`config.mk`:
```
export PLATFORM = sky130hd
export DESIGN_NAME = keyboard_mouse_byte_decoder_top
export DESIGN_NICKNAME = d
export VERILOG_FILES = /design/src/design/kmbd_pkg.sv /design/src/design/kmbd_front.sv /design/src/design/kmbd_queue.sv /design/src/design/kmbd_back.sv /design/src/design/keyboard_mouse_byte_decoder_top.sv
export SDC_FILE = /design/constraint.sdc
export NUM_CORES = 1
export LEC_CHECK = 0
export BUFFER_PORTS_ARGS = -buffer_cell sky130_fd_sc_hd__buf_2
export CAP_MARGIN = 10
export CORE_MARGIN = 1
export CORE_UTILIZATION = 52
export DETAILED_ROUTE_END_ITERATION = 10
export GPL_ROUTABILITY_DRIVEN = 0
export HOLD_SLACK_MARGIN = 0.1
export MAX_ROUTING_LAYER = met4
export PLACE_DENSITY_LB_ADDON = 0.12
export SYNTH_ARGS = -nofsm -noshare
export SYNTH_HDL_FRONTEND = slang
export SYNTH_SLANG_ARGS = --single-unit
```
`constraint.sdc`:
```
create_clock -name clk -period 5.53 [get_ports clk]
set_input_delay 0.2765 -clock clk [delete_from_list [all_inputs] [get_ports clk]]
set_output_delay 0.2765 -clock clk [all_outputs]
set_load 0.05 [all_outputs]
```
`src/design/kmbd_pkg.sv`:
```
package kmbd_pkg;
  localparam int unsigned TabLen = 115;
  localparam logic [7:0] PktStart = 8'hF8;
  localparam logic [7:0] ScCaps = 8'h3A;
  localparam logic [7:0] ScLShift = 8'h2A;
  localparam logic [7:0] ScRShift = 8'h36;
  localparam logic [7:0] ScLBreak = 8'hAA;
  localparam logic [7:0] ScRBreak = 8'hB6;

  typedef enum logic [1:0] {
    KIND_KEY = 2'd0,
    KIND_HDR = 2'd1,
    KIND_DX  = 2'd2,
    KIND_DY  = 2'd3
  } kind_t;

  typedef struct packed {
    kind_t      kind;
    logic [7:0] data;
  } cls_item_t;

  typedef enum logic [1:0] {
    MODE_NONE = 2'd0,
    MODE_CAPS = 2'd1,
    MODE_LSH  = 2'd2,
    MODE_RSH  = 2'd3
  } key_mode_t;

  typedef enum logic [1:0] {
    TAB_PLAIN = 2'd0,
    TAB_CAPS  = 2'd1,
    TAB_SHIFT = 2'd2
  } tab_sel_t;

  localparam logic [7:0] TAB_P [TabLen] = '{
    8'h00,8'h1b,8'h31,8'h32,8'h33,8'h34,8'h35,8'h36,8'h37,8'h38,8'h39,8'h30,8'h2d,8'h3d,
    8'h08,8'h09,8'h71,8'h77,8'h65,8'h72,8'h74,8'h79,8'h75,8'h69,8'h6f,8'h70,8'h5b,8'h5d,
    8'h0d,8'h00,8'h61,8'h73,8'h64,8'h66,8'h67,8'h68,8'h6a,8'h6b,8'h6c,8'h3b,8'h27,8'h60,
    8'h00,8'h5c,8'h7a,8'h78,8'h63,8'h76,8'h62,8'h6e,8'h6d,8'h2c,8'h2e,8'h2f,8'h00,8'h00,
    8'h00,8'h20,8'h00,8'h00,8'h00,8'h00,8'h00,8'h00,8'h00,8'h00,8'h00,8'h00,8'h00,8'h00,
    8'h00,8'h00,8'h00,8'h00,8'h2d,8'h00,8'h00,8'h00,8'h2b,8'h00,8'h00,8'h00,8'h00,8'h7f,
    8'h00,8'h00,8'h00,8'h00,8'h00,8'h00,8'h00,8'h00,8'h00,8'h00,8'h00,8'h00,8'h00,8'h00,
    8'h00,8'h28,8'h29,8'h2f,8'h2a,8'h37,8'h38,8'h39,8'h34,8'h35,8'h36,8'h31,8'h32,8'h33,
    8'h30,8'h2e,8'h0d};

  localparam logic [7:0] TAB_C [TabLen] = '{
    8'h00,8'h1b,8'h31,8'h32,8'h33,8'h34,8'h35,8'h36,8'h37,8'h38,8'h39,8'h30,8'h2d,8'h3d,
    8'h08,8'h09,8'h51,8'h57,8'h45,8'h52,8'h54,8'h59,8'h55,8'h49,8'h4f,8'h50,8'h5b,8'h5d,
    8'h0d,8'h00,8'h41,8'h53,8'h44,8'h46,8'h47,8'h48,8'h4a,8'h4b,8'h4c,8'h3b,8'h27,8'h60,
    8'h00,8'h5c,8'h5a,8'h58,8'h43,8'h56,8'h42,8'h4e,8'h4d,8'h2c,8'h2e,8'h2f,8'h00,8'h00,
    8'h00,8'h20,8'h00,8'h00,8'h00,8'h00,8'h00,8'h00,8'h00,8'h00,8'h00,8'h00,8'h00,8'h00,
    8'h00,8'h00,8'h00,8'h00,8'h2d,8'h00,8'h00,8'h00,8'h2b,8'h00,8'h00,8'h00,8'h00,8'h7f,
    8'h00,8'h00,8'h00,8'h00,8'h00,8'h00,8'h00,8'h00,8'h00,8'h00,8'h00,8'h00,8'h00,8'h00,
    8'h00,8'h28,8'h29,8'h2f,8'h2a,8'h37,8'h38,8'h39,8'h34,8'h35,8'h36,8'h31,8'h32,8'h33,
    8'h30,8'h2e,8'h0d};

  localparam logic [7:0] TAB_S [TabLen] = '{
    8'h00,8'h1b,8'h21,8'h40,8'h23,8'h24,8'h25,8'h5e,8'h26,8'h2a,8'h28,8'h29,8'h5f,8'h2b,
    8'h08,8'h09,8'h51,8'h57,8'h45,8'h52,8'h54,8'h59,8'h55,8'h49,8'h4f,8'h50,8'h7b,8'h7d,
    8'h0d,8'h00,8'h41,8'h53,8'h44,8'h46,8'h47,8'h48,8'h4a,8'h4b,8'h4c,8'h3a,8'h22,8'h7e,
    8'h00,8'h7c,8'h5a,8'h58,8'h43,8'h56,8'h42,8'h4e,8'h4d,8'h3c,8'h3e,8'h3f,8'h00,8'h00,
    8'h00,8'h20,8'h00,8'h00,8'h00,8'h00,8'h00,8'h00,8'h00,8'h00,8'h00,8'h00,8'h00,8'h00,
    8'h00,8'h37,8'h38,8'h00,8'h2d,8'h34,8'h00,8'h36,8'h2b,8'h00,8'h32,8'h00,8'h30,8'h7f,
    8'h00,8'h00,8'h00,8'h00,8'h00,8'h00,8'h00,8'h00,8'h00,8'h00,8'h00,8'h00,8'h00,8'h00,
    8'h00,8'h28,8'h29,8'h2f,8'h2a,8'h37,8'h38,8'h39,8'h34,8'h35,8'h36,8'h31,8'h32,8'h33,
    8'h30,8'h2e,8'h0d};

  function automatic logic [6:0] look(input tab_sel_t sel, input logic [7:0] code);
    logic [7:0] v;
    v = 8'd0;
    if (code < 8'(TabLen)) begin
      case (sel)
        TAB_PLAIN: v = TAB_P[code[6:0]];
        TAB_CAPS:  v = TAB_C[code[6:0]];
        TAB_SHIFT: v = TAB_S[code[6:0]];
        default:   v = 8'd0;
      endcase
    end
    return v[6:0];
  endfunction
endpackage

```
`src/design/kmbd_front.sv`:
```
module kmbd_front import kmbd_pkg::*; (
  input  logic       clk,
  input  logic       rst,
  input  logic       push,
  input  logic [7:0] in_byte,
  input  logic       ok,
  output cls_item_t  item,
  output logic       item_valid
);
  // packet framing: 0 idle, 1 expect x, 2 expect y
  logic [1:0] packet_phase;

  always_comb begin
    item.data = in_byte;
    case (packet_phase)
      2'd1:    item.kind = KIND_DX;
      2'd2:    item.kind = KIND_DY;
      default: item.kind = (in_byte >= PktStart) ? KIND_HDR : KIND_KEY;
    endcase
  end
  assign item_valid = push & ok;

  always_ff @(posedge clk) begin
    if (rst) begin
      packet_phase <= 2'd0;
    end else if (item_valid) begin
      case (item.kind)
        KIND_HDR: packet_phase <= 2'd1;
        KIND_DX:  packet_phase <= 2'd2;
        default:  packet_phase <= 2'd0;
      endcase
    end
  end
endmodule

```
`src/design/kmbd_queue.sv`:
```
module kmbd_queue import kmbd_pkg::*; (
  input  logic      clk,
  input  logic      rst,
  input  logic      wr,
  input  cls_item_t wdata,
  output logic      full,
  input  logic      rd,
  output cls_item_t rdata,
  output logic      empty
);
  cls_item_t  mem [2];
  logic       wp, rp;
  logic [1:0] cnt;

  assign full  = cnt == 2'd2;
  assign empty = cnt == 2'd0;
  assign rdata = mem[rp];

  always_ff @(posedge clk) begin
    if (wr) mem[wp] <= wdata;
  end

  always_ff @(posedge clk) begin
    if (rst) begin
      wp <= 1'b0; rp <= 1'b0; cnt <= 2'd0;
    end else begin
      if (wr) wp <= ~wp;
      if (rd) rp <= ~rp;
      cnt <= cnt + 2'(wr) - 2'(rd);
    end
  end
endmodule

```
`src/design/kmbd_back.sv`:
```
module kmbd_back import kmbd_pkg::*; #(
  parameter logic [9:0] HOME_X = 10'd320,
  parameter logic [9:0] HOME_Y = 10'd200
) (
  input  logic       clk,
  input  logic       rst,
  input  logic       in_valid,
  input  cls_item_t  item,
  output logic       in_take,
  input  logic       keys_enabled,
  input  logic       pointer_enabled,
  input  logic [9:0] limit_x,
  input  logic [9:0] limit_y,
  output logic       empty,
  input  logic       pop,
  output logic       char_valid,
  output logic [6:0] char_code,
  output logic [9:0] pointer_x,
  output logic [9:0] pointer_y,
  output logic [7:0] button_byte
);
  key_mode_t  key_mode, key_mode_next;
  logic [9:0] pos_x, pos_y;
  logic [7:0] button_latch;
  logic [6:0] ch;
  logic [9:0] mv_pos, mv_lim, mv_res;
  logic signed [11:0] sum;
  logic       out_full;

  assign empty   = ~out_full;
  assign in_take = in_valid & (~out_full | pop);

  always_comb begin
    key_mode_next = key_mode;
    ch = 7'd0;
    if (item.kind == KIND_KEY && keys_enabled &&
        !(item.data[7] && item.data != ScLBreak && item.data != ScRBreak)) begin
      case (key_mode)
        MODE_NONE: begin
          if (item.data == ScCaps) key_mode_next = MODE_CAPS;
          else if (item.data == ScLShift) key_mode_next = MODE_LSH;
          else if (item.data == ScRShift) key_mode_next = MODE_RSH;
          else ch = look(TAB_PLAIN, item.data);
        end
        MODE_CAPS: begin
          if (item.data == ScCaps) key_mode_next = MODE_NONE;
          else ch = look(TAB_CAPS, item.data);
        end
        default: begin
          if ((key_mode == MODE_LSH && item.data == ScLBreak) ||
              (key_mode == MODE_RSH && item.data == ScRBreak)) key_mode_next = MODE_NONE;
          else if (item.data == ScCaps) key_mode_next = MODE_CAPS;
          else ch = look(TAB_SHIFT, item.data);
        end
      endcase
    end
  end

  // shared clamp unit for both axes
  always_comb begin
    mv_pos = (item.kind == KIND_DX) ? pos_x : pos_y;
    mv_lim = (item.kind == KIND_DX) ? limit_x : limit_y;
    sum = $signed({2'b00, mv_pos}) + 12'($signed(item.data));
    if (sum < 0) mv_res = 10'd0;
    else if (sum > $signed({2'b00, mv_lim})) mv_res = mv_lim;
    else mv_res = sum[9:0];
  end

  always_ff @(posedge clk) begin
    if (rst) begin
      key_mode <= MODE_NONE;
      pos_x <= HOME_X;
      pos_y <= HOME_Y;
      button_latch <= 8'd0;
      out_full <= 1'b0;
    end else begin
      if (in_take) begin
        key_mode <= key_mode_next;
        if (pointer_enabled) begin
          if (item.kind == KIND_HDR) button_latch <= item.data;
          if (item.kind == KIND_DX) pos_x <= mv_res;
          if (item.kind == KIND_DY) pos_y <= mv_res;
        end
        out_full <= 1'b1;
      end else if (pop) begin
        out_full <= 1'b0;
      end
    end
  end

  // result register, built from the state as it stands after this item
  always_ff @(posedge clk) begin
    if (in_take) begin
      char_valid  <= ch != 7'd0;
      char_code   <= ch;
      pointer_x   <= (pointer_enabled && item.kind == KIND_DX) ? mv_res : pos_x;
      pointer_y   <= (pointer_enabled && item.kind == KIND_DY) ? mv_res : pos_y;
      button_byte <= (pointer_enabled && item.kind == KIND_HDR) ? item.data : button_latch;
    end
  end
endmodule

```
`src/design/keyboard_mouse_byte_decoder_top.sv`:
```
// keyboard/mouse byte decoder
// input channel: push with in_byte, taken when full is low; one byte per cycle
// result channel: one result item per input byte, shown while empty is low,
// taken with pop; results keep input order
// path: an accepted byte is written into the classifier queue and then into the
// back end's result register before it reaches the result ports
// throughput: one byte per cycle while the receiver keeps popping, set by the
// single update of the key and pointer state in the back end each cycle
// the front end frames mouse packets and classifies bytes; a two-entry queue
// separates it from the back end that runs the shift/caps machine, the
// rom lookup and the clamped position update
// when the receiver stalls the result register holds, the queue fills and
// full rises after two more bytes; nothing is dropped
// reset (synchronous, rst high) empties the queue and result register,
// returns pointer to home, clears the button byte and key mode, disables
// keys and pointer and sets the limits to 639 by 399
// configuration: apb writes to 0x0 keys enable, 0x4 pointer enable,
// 0x8 limit x, 0xc limit y; write only while idle
module keyboard_mouse_byte_decoder_top import kmbd_pkg::*; #(
  parameter logic [9:0] HOME_X = 10'd320,
  parameter logic [9:0] HOME_Y = 10'd200
) (
  input  logic        clk,
  input  logic        rst,
  input  logic        push,
  output logic        full,
  input  logic [7:0]  in_byte,
  output logic        empty,
  input  logic        pop,
  output logic        char_valid,
  output logic [6:0]  char_code,
  output logic [9:0]  pointer_x,
  output logic [9:0]  pointer_y,
  output logic [7:0]  button_byte,
  input  logic        psel,
  input  logic        penable,
  input  logic        pwrite,
  input  logic [3:0]  paddr,
  input  logic [31:0] pwdata,
  output logic [31:0] prdata,
  output logic        pready
);
  // register word indices, decoded from paddr[3:2]
  localparam logic [1:0] RegKeys = 2'd0;
  localparam logic [1:0] RegPtr  = 2'd1;
  localparam logic [1:0] RegLimX = 2'd2;
  localparam logic [1:0] RegLimY = 2'd3;

  logic       keys_enabled, pointer_enabled;
  logic [9:0] limit_x, limit_y;
  logic       cfg_wr;

  cls_item_t  f_item, q_item;
  logic       f_valid, q_full, q_empty, q_take;

  assign pready = 1'b1;
  assign cfg_wr = psel & penable & pwrite;

  always_ff @(posedge clk) begin
    if (rst) begin
      keys_enabled <= 1'b0;
      pointer_enabled <= 1'b0;
      limit_x <= 10'd639;
      limit_y <= 10'd399;
    end else if (cfg_wr) begin
      case (paddr[3:2])
        RegKeys: keys_enabled <= pwdata[0];
        RegPtr:  pointer_enabled <= pwdata[0];
        RegLimX: limit_x <= pwdata[9:0];
        RegLimY: limit_y <= pwdata[9:0];
        default: ;
      endcase
    end
  end

  always_comb begin
    case (paddr[3:2])
      RegKeys: prdata = {31'd0, keys_enabled};
      RegPtr:  prdata = {31'd0, pointer_enabled};
      RegLimX: prdata = {22'd0, limit_x};
      RegLimY: prdata = {22'd0, limit_y};
      default: prdata = 32'd0;
    endcase
  end

  assign full = q_full;

  kmbd_front u_front (
    .clk(clk), .rst(rst), .push(push), .in_byte(in_byte), .ok(~q_full),
    .item(f_item), .item_valid(f_valid)
  );

  kmbd_queue u_queue (
    .clk(clk), .rst(rst), .wr(f_valid), .wdata(f_item), .full(q_full),
    .rd(q_take), .rdata(q_item), .empty(q_empty)
  );

  kmbd_back #(.HOME_X(HOME_X), .HOME_Y(HOME_Y)) u_back (
    .clk(clk), .rst(rst), .in_valid(~q_empty), .item(q_item), .in_take(q_take),
    .keys_enabled(keys_enabled), .pointer_enabled(pointer_enabled),
    .limit_x(limit_x), .limit_y(limit_y),
    .empty(empty), .pop(pop),
    .char_valid(char_valid), .char_code(char_code),
    .pointer_x(pointer_x), .pointer_y(pointer_y), .button_byte(button_byte)
  );
endmodule

```
== After elaboration in Yosys (flattened, before gate mapping) ==
Memories as Yosys holds them, arrays and structs flattened. A register that Yosys moved wholly into a read port is not among the register bits.
Cells that the tools add are included.

* Memories: 4
* Bits in read-only memories: 3072
* Register bits after elaboration: 95
* Memory bits (writable): 20

* Bitwise logic cells: 11
* $add $sub $neg: 3
* Muxes and demuxes: 41
* Eq/ne operators: 23
* Reductions and logical operators: 26
* Magnitude comparators: 5

{| class="wikitable"
|+ Memories
! name !! words !! bits a word !! read ports !! clocked after memory_dff !! write ports !! line !! source
|-
| (no name shown) || 128 || 8 || 1 || 0 || 0 || kmbd_pkg.sv:74 || <nowiki>TAB_CAPS: v = TAB_C[code[6:0]];</nowiki>
|-
| (no name shown) || 128 || 8 || 1 || 0 || 0 || kmbd_pkg.sv:73 || <nowiki>TAB_PLAIN: v = TAB_P[code[6:0]];</nowiki>
|-
| (no name shown) || 128 || 8 || 1 || 0 || 0 || kmbd_pkg.sv:75 || <nowiki>TAB_SHIFT: v = TAB_S[code[6:0]];</nowiki>
|-
| u_queue.mem || 2 || 10 || 1 || 1 || 1 || kmbd_queue.sv:11 || <nowiki>cls_item_t mem [2];</nowiki>
|}

{| class="wikitable"
|+ Operators by type and width
! operator !! count
|-
| 32-bit one-hot mux with 4 select lines || 1
|-
| 7-bit 2-to-1 mux || 16
|-
| 10-bit 2-to-1 mux || 6
|-
| 8-bit by 6-bit equality test with 1-bit output (second input constant) || 3
|-
| 2-bit equality test (second input constant) || 9
|-
| 8-bit equality test (second input constant) || 2
|-
| 8-bit >= comparator (second input constant) || 2
|-
| 8-bit != test (second input constant) || 2
|-
| 7-bit one-hot mux with 2 select lines || 1
|-
| 11-bit by 8-bit adder with 12-bit output || 1
|-
| 12-bit by 11-bit greater-than comparator with 1-bit output || 1
|-
| 12-bit by 1-bit less-than comparator with 1-bit output (second input constant) || 1
|-
| 2-bit 2-to-1 mux || 6
|-
| 2-bit one-hot mux with 2 select lines || 3
|-
| 2-bit by 1-bit equality test with 1-bit output (second input constant) || 5
|-
| 1-bit logical AND || 9
|-
| 3-bit AND reduction || 3
|-
| 2-bit zero test || 4
|-
| 8-bit by 7-bit less-than comparator with 1-bit output (second input constant) || 1
|-
| 8-bit 2-to-1 mux || 1
|-
| 7-bit inverter with 8-bit output || 1
|-
| 2-bit AND reduction || 4
|-
| 1-bit 2-to-1 mux || 7
|-
| 7-bit nonzero test || 1
|-
| other kinds (12) || 19
|}

== Logic depth before layout (Yosys ltp) ==
Gate-level depths: netlist of run 1.

* Depth after elaboration: 11
* Gate-level depth with buffers: 27
* Gate-level depth less buffers: 19

== Modules after synthesis ==
A second synthesis of run 1 with hierarchy kept.

* Cell total of the unflattened synthesis: 930
* Area, all modules: 8186.6 um2

{| class="wikitable"
|+ Modules (own cells, without submodules)
! module !! area each (um2) !! times used !! cells each !! sequential area each (um2)
|-
| kmbd_back || 5740.5 || 1 || 708 || 1701.6
|-
| keyboard_mouse_byte_decoder_top || 1315.0 || 1 || 143 || 440.4
|-
| kmbd_queue || 937.1 || 1 || 52 || 700.7
|-
| kmbd_front || 193.9 || 1 || 27 || 40.0
|}

== Worst setup path after synthesis of run 1 ==
No wires, ideal clock.

* Path type: register to register
* Start point: register (tool-made name)
* End point: register u_back.pointer_x[0] (data pin)
* Slack: -0.323 ns
* Period minus slack after synthesis: 5.853 ns
* Data required time: 5.274 ns
* Data arrival time: 5.597 ns
* Stages on the path, launching flop included: 26
* Cell sequence: dfxtp_1 > buf_6 > buf_8 > buf_2 > buf_2 > a32o_1 > clkbuf_1 > buf_2 > clkbuf_1 > mux2_2 > ha_1 > a21o_1 > a21oi_1 > o211ai_1 > a31o_2 > a21o_1 > xnor2_1 > inv_1 > ha_1 > nand4_1 > nor2_1 > a211o_1 > a21oi_1 > buf_1 > mux2_2 > a22o_1

{| class="wikitable"
|+ RTL lines
! item !! line !! source
|-
| end signal, assigned || kmbd_back.sv:96 || <nowiki>pointer_x <= (pointer_enabled && item.kind == KIND_DX) ? mv_res : pos_x;</nowiki>
|-
| end, declared || kmbd_back.sv:18 || <nowiki>output logic [9:0] pointer_x,</nowiki>
|}

==> results of run 1 <==
cell usage in the layout, fill, tap and decap left out, types with 9 or more instances in the layout:
cell,n
edfxtp_1,56
inv_1,37
o21ai_0,38
nor2_1,59
dlygate4sd3_1,17
nand4_1,9
nand3_1,22
xnor2_1,9
a211o_1,9
buf_4,15
a22o_1,36
conb_1,23
nor2b_1,22
a211oi_1,15
buf_2,74
dfxtp_1,60
nand3b_1,10
nand2_1,84
nor3_1,16
clkbuf_16,17
ha_1,39
mux2_2,13
mux2i_1,43
a21oi_1,39
worst min-delay path: cells and delay by family:
kind | cells | cell delay (ns)
buffers and inverters | 1 | 0.07
AOI/OAI and AO/OA | 1 | 0.06
and+or+nand+nor | 1 | 0.10
layout make-up:
| type | instances | area [um^2] |
|---|---|---|
| Timing Repair Buffer | 106 | 653 |
| Fill cell | 1220 | 5680 |
| Sequential cell | 116 | 2880 |
| Multi-Input combinational cell | 637 | 4480 |
| Clock inverter | 13 | 123 |
| Clock buffer | 19 | 443 |
| Inverter | 42 | 158 |
| Tap cell | 184 | 230 |
routing by layer:
layer	wire length [um]	GRT usage
met2	9330	0.416
met5	0	-
met1	9180	0.381
met4	728	0.129
met3	2160	0.0638
cell families after synthesis:
logic type               after synthesis  synth area share
AO/OA/AOI/OAI                        233             0.216
XOR/XNOR                              15            0.0167
adder cells (fa/ha/maj)               40            0.0645
buffers and inverters                119            0.0777
flip-flops                           116             0.366
multiplexers                          65            0.0951
other                                  2          0.000953
AND/OR/NAND/NOR                      261             0.163
state kept, by name, indices dropped and copies added (netlist names), 2 cells and up, named ones only:
| name | flops |
|---|---|
| u_back.char_code | 7 |
| limit_x | 10 |
| u_front.packet_phase | 2 |
| u_back.button_byte | 8 |
| limit_y | 10 |
| u_back.pointer_y | 10 |
| u_queue.mem | 20 |
| u_back.pointer_x | 10 |
| u_back.pos_y | 10 |
| u_queue.cnt | 2 |
| u_back.button_latch | 8 |
| u_back.key_mode | 2 |
| u_back.pos_x | 10 |
Yosys cell counts, drive strengths merged, types with 10 or more instances:
cell type | n | area (um^2)
nor2 | 59 | 221
buf | 51 | 357
nand3b | 10 | 75.1
mux2i | 50 | 558
dfxtp | 60 | 1200
a211oi | 16 | 125
clkbuf | 26 | 97.6
ha | 39 | 488
a22o | 36 | 315
edfxtp | 56 | 1680
a21oi | 39 | 195
inv | 42 | 158
nand2 | 85 | 322
o21ai | 38 | 190
mux2 | 13 | 146
nor2b | 22 | 138
nor3 | 16 | 80.1
nand3 | 22 | 110
path summary, 6_finish.rpt:
check | from | end | slack [ns]
hold reg to reg | limit_y[5] | limit_y[5] | 0.48
setup reg to reg | u_queue.mem[1][8] | u_back.pointer_y[0] | 0.50
hold / removal | pop | u_back.out_full | 0.14
setup / recovery | u_queue.mem[1][8] | u_back.pointer_y[0] | 0.50
report_power, final:
group          switching [mW]  leakage, nW  total, mW  internal [mW]
Clock                   0.414        0.267       1.05          0.634
Sequential             0.0506         1.01       1.11           1.06
Combinational            1.51         2.27       2.18          0.672
what timing repair did:
| action | CTS | global route |
|---|---|---|
| hold buffers | 17 | 0 |
| buffers inserted | 0 | 0 |
| endpoints found under the hold margin | 31 | 0 |
| endpoints found under the setup margin | 0 | 0 |
==> impl_metrics.csv, run 1 <==
group,metric,value,unit
outcome,status,"finished clean",
clocking,cts_tree,"done",
worst_setup_path,cp-start-kind,"flip-flop",
timing,period_share,0.909,
timing,max_freq,0.199,GHz
yosys,yosysUniqueCellTypes,82,
final_layout,fin_nets,1011,
power_and_ir_drop,power,4.33,mW
timing,setup_viol,0,
yosys,ys_ff_latch,116,
floorplan,die_w,125,um
worst_setup_path,cp_slowest_cell,"a32o_1",
routing,drt-wirelength-per-cell,19.2,um
grt,gr-total-overflow,0,
clocking,clk_pin_slew,0.06,ns
timing,fin_skew,0.00935,ns
floorplan,dieArea,15600,um^2
clocking,ctsResizeCount,0,
placed_design,dpl.hpwl,14600,um
worst_setup_path,cp-end-kind,"flip-flop",
yosys,synth-seq-area-share,0.366,
grt,grt_max_degree,50,
yosys,synth-edff-count,56,
routing,finalWirelength,21400,um
worst_setup_path,crit_fanout,16,
clocking,cts.htree.levels,4,
worst_hold_path,hold_class,"in2reg",
clocking,cts_sinks,116,
clocking,clk_latency,0.42,ns
power_and_ir_drop,p_leak,3.55,nW
worst_setup_path,crit_buf_inv,4,
flow_run,cap_violations,0,
worst_setup_path,crit_cells,19,
worst_setup_path,critPathRequiredTime,5.71,ns
routing,ant_nets,0,
grt,grt_pass1_vias,6686,
routing,route.vias.total,7106,
yosys,yosysWarnings,0,
timing,final-hold-violation-count,0,
placed_design,dpl_cell_area,8230,um^2
placed_design,io_buffer_count,74,
floorplan,die_y,125,um
floorplan,ios,122,
worst_setup_path,crit_family,"compound AO/OA/AOI/OAI gates",
timing,whs,0.143,ns
clocking,cts_buffer_depth,2,
worst_setup_path,cp.arrival,5.20,ns
yosys,avgSynthCellArea,9.26,um^2
final_layout,layoutNonFillerInstCount,1117,
yosys,synth_cells,851,
power_and_ir_drop,pwr_density_cell,483,nW/um^2
timing,fin_ws,0.502,ns
final_layout,finalInstanceArea,8970,um^2
final_layout,antennaDiodeCount,0,
timing,finalMaxSlewViolations,0,
clocking,numCtsBuffers,17,
clocking,cts_root_buf,"clkbuf_16",
placed_design,place_ws,0.584,ns
placed_design,place_inst,1068,
timing,rsz0062_at_grt,"false",
grt,antenna_found_initial,0,
yosys,yosys_most_used_dff,"dfxtp_1",
timing,finalSetupTns,0,ns
worst_setup_path,worstRegToRegCells,19,
timing,worst_pin_slew,1.20,ns
worst_setup_path,worstSetupPathType,"reg2reg",
grt,grt_pass1_wl,34500,um
worst_hold_path,holdPathStages,3,
final_layout,synthToLayoutAreaGrowth,13.9,%
routing,drc_errors,0,
routing,drt_first_pass_iters,9,
worst_setup_path,path_cells,"inv_1 > a32o_1 > buf_4 > mux2_2 > ha_1 > nor3_1 > nor2_1 > a31o_2 > a21o_1 > xnor2_1 > inv_1 > ha_1 > nand4_1 > nor2_1 > a211o_1 > a21oi_1 > buf_4 > mux2_2 > a22o_1",
floorplan,placement_rows,44,
yosys,synth_area,7880,um^2
final_layout,fin_util,0.612,
worst_setup_path,slowest_delay,0.47,ns
floorplan,start_util,0.538,
power_and_ir_drop,peakVddDrop,0.487,mV
final_layout,drive_above_1_share,0.169,
routing,drtIter0Drc,786,
timing,max_slew_margin,0.195,
routing,routed_via_density,6.36,
yosys,synthArstFlopShare,0,
timing,period_minus_slack,5.03,ns
floorplan,core,14600,um^2
grt,gr-usage-all-layers,0.286,
Power figures use the tool's default switching activity.
==> run 2: changes to the inputs <==
--- a/config.mk
+++ b/config.mk
@@ -14,6 +14,7 @@
 export HOLD_SLACK_MARGIN = 0.1
 export MAX_ROUTING_LAYER = met4
 export PLACE_DENSITY_LB_ADDON = 0.12
+export REMOVE_ABC_BUFFERS = 1
 export SYNTH_ARGS = -nofsm -noshare
 export SYNTH_HDL_FRONTEND = slang
 export SYNTH_SLANG_ARGS = --single-unit
==> run 2 against run 1 <==
Effect of this change:
- the run now ends with DRC left
- sequential share of layout area fell by 0.21 points
- critical path depth did not move
- non-clock buffer count rose by 5
- combinational power barely moved
- via count fell by 0.70%
- critical path type unchanged
- largest cell class unchanged
- largest power group unchanged
- highest routed layer unchanged
==> impl_metrics.csv, run 2 (synthesized netlist as in run 1, its figures left out) <==
group,metric,value,unit
timing,rsz0062_at_grt,"false",
worst_setup_path,critPathRequiredTime,5.70,ns
floorplan,core,14600,um^2
final_layout,layout_commonest_cell,"nand2_1",
placed_design,place_ws,0.524,ns
clocking,clk_pin_slew,0.06,ns
power_and_ir_drop,p_leak,3.59,nW
worst_setup_path,cp.arrival,5.24,ns
timing,max_slew_margin,0.291,
clocking,numCtsBuffers,17,
routing,drt-wirelength-per-cell,19.0,um
timing,fin_skew,0.00855,ns
power_and_ir_drop,peakVddDrop,0.481,mV
routing,drt_first_pass_iters,11,
timing,worst_pin_slew,1.06,ns
power_and_ir_drop,pwr_density_cell,484,nW/um^2
final_layout,layout_common_cells,"nand2_1, buf_2, dfxtp_1",
clocking,clk_latency,0.42,ns
flow_run,cap_violations,0,
timing,setup_viol,0,
routing,route.vias.total,7056,
timing,fin_ws,0.461,ns
floorplan,ios,122,
grt,antenna_found_initial,0,
routing,finalWirelength,21300,um
worst_setup_path,crit_family,"compound AO/OA/AOI/OAI gates",
power_and_ir_drop,power,4.37,mW
final_layout,largest_register,"u_queue.mem",
routing,drtIter0Drc,673,
worst_setup_path,path_cells,"nor2_1 > a32o_1 > buf_4 > mux2_2 > ha_1 > fa_1 > a21oi_1 > o2111ai_1 > o211ai_1 > xor2_1 > inv_1 > ha_1 > o21ai_0 > a21oi_1 > a211o_1 > a21oi_1 > buf_4 > mux2_2 > a22o_1",
final_layout,largest_reg_flops,20,
worst_setup_path,worstSetupPathType,"reg2reg",
final_layout,drive_above_1_share,0.174,
worst_setup_path,crit_top_cell,"a21oi_1",
clocking,cts_tree,"done",
worst_setup_path,critPathCapture,"u_back.pointer_y[0]",
clocking,ctsResizeCount,0,
grt,gr-total-overflow,0,
routing,routed_via_density,6.29,
timing,finalMaxSlewViolations,0,
worst_setup_path,worstRegToRegCells,19,
clocking,cts_root_buf,"clkbuf_16",
clocking,cts_hold_buf,17,
clocking,cts_setup_buffers,0,
clocking,cts_sinks,116,
placed_design,dpl.hpwl,14700,um
floorplan,die_y,125,um
worst_setup_path,cp-start-kind,"flip-flop",
final_layout,fin_nets,1016,
timing,final-hold-violation-count,0,
timing,period_minus_slack,5.07,ns
final_layout,fillers,1237,
timing,period_share,0.917,
grt,grt_pass1_vias,6570,
grt,gr-usage-all-layers,0.283,
worst_setup_path,worstReg2RegEnd,"u_back.pointer_y[0]",
worst_setup_path,slowest_delay,0.43,ns
worst_setup_path,crit_cells,19,
worst_setup_path,crit_fanout,11,
clocking,cts_buffer_depth,2,
floorplan,dieArea,15600,um^2
worst_setup_path,reg2reg_from,"u_queue.mem[0][8]",
outcome,status,"finished with violations",
clocking,cts.htree.levels,4,
worst_setup_path,cp_slowest_cell,"edfxtp_1",
placed_design,dpl_cell_area,8260,um^2
floorplan,die_w,125,um
placed_design,io_buffer_count,74,
grt,grt_max_degree,50,
outcome,failed_checks,"DRC",
worst_setup_path,startpoint,"u_queue.mem[0][8]",
worst_setup_path,cp-end-kind,"flip-flop",
worst_setup_path,regToRegSetupSlack,0.46,ns
final_layout,antennaDiodeCount,0,
worst_hold_path,hold_class,"in2reg",
worst_setup_path,crit_buf_inv,3,
grt,grt_pass1_wl,34100,um
routing,drc_errors,6,
final_layout,synthToLayoutAreaGrowth,14.6,%
floorplan,start_util,0.538,
floorplan,placement_rows,44,
routing,ant_nets,0,
timing,max_freq,0.197,GHz
final_layout,finalInstanceArea,9030,um^2
[run 2: cell count changes in the layout (fill, tap and decap cells not counted)]
cell	previous run	this run
buf_4	15	19
clkinvlp_4	4	2
buf_6	0	1
clkbuf_16	17	18
clkinv_4	1	2
[run 2: report_power, final]
group	leakage, nW	total, mW	internal (mW)	switching (mW)
combinational	2.29	2.18	0.682	1.50
clock	0.283	1.08	0.663	0.418
sequential	1.01	1.11	1.06	0.0503
[run 2: metrics by stage]
stage / hold WS [ns] / setup TNS, ns / std cells / util
finish: 0.129 / 0 / 1122 / 0.617
global route: 0.132 / 0 / 1122 / 0.617
CTS: 0.111 / 0 / 1121 / 0.616
detailed placement: 0.464 / 0 / 1072 / 0.564
global placement: 0.454 / 0 / 1072 / 0.564
floorplan: 0.346 / -53.31 / 795 / -
[run 2: how the worst min path moves through the flow]
stage,startpoint,endpoint,slack [ns],cells after the start
floorplan,rst,limit_y[4],0.35,1
global placement,limit_y[9],limit_y[9],0.45,2
detailed placement,limit_y[4],limit_y[4],0.46,2
CTS,pwdata[0],limit_y[0],0.11,3
global route,pwdata[0],limit_x[0],0.13,2
finish,pwdata[0],limit_y[0],0.13,3
[run 2: area by class of cell]
cell class                      instances  area (um^2)  share of cell area
Clock buffer                           20          468              0.0518
Clock inverter                         12          116              0.0129
Inverter                               42          158              0.0175
Multi-Input combinational cell        637         4480               0.496
Sequential cell                       116         2880               0.319
Tap cell                              184          230              0.0255
Timing Repair Buffer                  111          694              0.0769
[run 2: tightest hold or removal path, cell delays in order]
cell and delay, ns:
buf_2 0.11, nand2_1 0.05, nand3b_1 0.07
[run 2: routing by layer]
layer / track usage / up-vias / part of all wire / wire length (um)
met2: 0.410 / 424 / 0.44 / 9270
met3: 0.0796 / 57 / 0.10 / 2180
li1: - / 3300 / - / -
met1: 0.371 / 3275 / 0.44 / 9300
met5: - / - / 0 / 0
met4: 0.118 / 0 / 0.026 / 561
==> run 3: changes to the inputs <==
--- a/config.mk
+++ b/config.mk
@@ -7,6 +7,7 @@
 export LEC_CHECK = 0
 export BUFFER_PORTS_ARGS = -buffer_cell sky130_fd_sc_hd__buf_2
 export CAP_MARGIN = 10
+export CORE_ASPECT_RATIO = 2
 export CORE_MARGIN = 1
 export CORE_UTILIZATION = 52
 export DETAILED_ROUTE_END_ITERATION = 10
==> run 3 against run 2 <==
Effect of this change:
- the flow now finishes without violations
- sequential share of layout area about the same
- flip-flop and latch count did not move
- register-to-register slack worse by 0.10 ns
- sequential power hardly changed
- global-route usage grew 5.4 points
- via count increased by 3.0%
==> impl_metrics.csv, run 3 (synthesized netlist as in run 1, its figures left out) <==
group,metric,value,unit
final_layout,largest_reg_flops,20,
worst_setup_path,worstSetupPathType,"reg2reg",
final_layout,fin_nets,1016,
timing,finalMaxSlewViolations,0,
floorplan,dieArea,15700,um^2
final_layout,multiInputGateArea,4480,um^2
clocking,clk_latency,0.43,ns
outcome,status,"finished clean",
timing,rsz0062_at_grt,"false",
worst_hold_path,hold_class,"in2reg",
final_layout,synthToLayoutAreaGrowth,14.8,%
timing,max_slew_margin,0.329,
routing,routed_via_density,6.41,
clocking,cts_hold_buf,17,
power_and_ir_drop,p_leak,3.59,nW
routing,drt_first_pass_iters,5,
grt,antenna_found_initial,1,
clocking,cts_sinks,116,
placed_design,dpl.hpwl,17000,um
worst_setup_path,cp-end-kind,"flip-flop",
grt,gr-total-overflow,0,
clocking,cts_buffer_depth,2,
timing,finalSetupTns,0,ns
timing,fin_skew,0.0113,ns
final_layout,drive_above_1_share,0.167,
timing,period_minus_slack,5.17,ns
floorplan,core,14800,um^2
final_layout,largest_register,"u_queue.mem",
timing,fin_ws,0.361,ns
floorplan,start_util,0.532,
clocking,clk_pin_slew,0.05,ns
flow_run,cap_violations,0,
clocking,cts_setup_buffers,0,
routing,route.vias.total,7270,
floorplan,placement_rows,63,
placed_design,io_buffer_count,74,
floorplan,ios,122,
timing,setup_viol,0,
placed_design,place_ws,0.457,ns
power_and_ir_drop,pwr_density_cell,493,nW/um^2
grt,grt_pass1_wl,37800,um
final_layout,seq_area,2880,um^2
routing,drc_errors,0,
worst_setup_path,crit_fanout,11,
timing,whs,0.137,ns
worst_setup_path,cp.arrival,5.45,ns
grt,gr-usage-all-layers,0.337,
timing,final-hold-violation-count,0,
final_layout,layout_commonest_cell,"nand2_1",
grt,grt_pass1_vias,7073,
clocking,numCtsBuffers,17,
final_layout,layout_common_cells,"nand2_1, buf_2, dfxtp_1",
grt,grt_max_degree,50,
timing,max_freq,0.193,GHz
clocking,cts_root_buf,"clkbuf_16",
routing,ant_nets,0,
floorplan,die_w,89.0,um
clocking,cts_tree,"done",
power_and_ir_drop,peakVddDrop,0.317,mV
routing,drt-wirelength-per-cell,21.2,um
routing,finalWirelength,24000,um
worst_setup_path,cp-start-kind,"flip-flop",
worst_setup_path,critPathRequiredTime,5.81,ns
clocking,cts.htree.levels,4,
final_layout,fillers,1305,
floorplan,die_y,176,um
routing,drtIter0Drc,633,
clocking,ctsResizeCount,0,
timing,period_share,0.935,
timing,worst_pin_slew,1.01,ns
==> run 3: layer usage <==
metal  vias to the layer above  wire length, um  GRT usage
li1                       3293                -          -
met1                      3401             8050      0.332
met2                       406            12300      0.549
met3                       170             1640     0.0940
met4                         0             2100      0.255
met5                         -                0          -
==> run 3: final timing paths <==
check / end / slack, ns / start / cells past startpoint
worst max-delay path: u_back.pointer_x[7] / 0.36 / u_queue.mem[1][8] / 19
worst min-delay path: limit_x[0] / 0.14 / pwdata[0] / 2
worst max register to register: u_back.pointer_x[7] / 0.36 / u_queue.mem[1][8] / 19
worst min register to register: limit_y[9] / 0.47 / limit_y[9] / 2
==> run 3: cell type report <==
class | count | area share
antenna | 1 | 0.000277
clock buffer | 22 | 0.0502
clock inverter | 10 | 0.0145
inverter | 42 | 0.0174
multi-input combinational | 637 | 0.495
sequential | 116 | 0.319
tap | 195 | 0.0270
timing repair buffer | 111 | 0.0764
==> run 3: through the flow <==
| step | cells | cell area [um^2] | utilization | total power, mW |
|---|---|---|---|---|
| 6_report | 1134 | 9040 | 0.610 | 4.46 |
| 5_1_grt | 1134 | 9040 | 0.610 | 4.67 |
| 3_5_place_dp | 1084 | 8280 | 0.559 | 3.30 |
| 2_1_floorplan | 795 | 7500 | - | 2.68 |
| 3_3_place_gp | 1084 | 8280 | 0.559 | 3.26 |
| 4_1_cts | 1133 | 9040 | 0.610 | 4.40 |
==> run 3: report_power, final <==
group / internal [mW] / switching [mW]
Sequential: 1.06 / 0.0522
Clock: 0.714 / 0.379
Combinational: 0.682 / 1.57
==> run 3: critical path, cell delays in order (launching register included) <==
cell,delay (ns)
edfxtp_1,0.44
inv_1,0.09
a32o_1,0.55
buf_4,0.27
mux2_2,0.37
ha_1,0.33
a21oi_1,0.28
o211ai_1,0.17
a31o_2,0.25
a21o_1,0.18
xnor2_1,0.18
inv_1,0.06
ha_1,0.31
nand4_1,0.10
nor2_1,0.06
a211o_1,0.25
a21oi_1,0.12
buf_4,0.23
mux2i_1,0.57
a22o_1,0.22
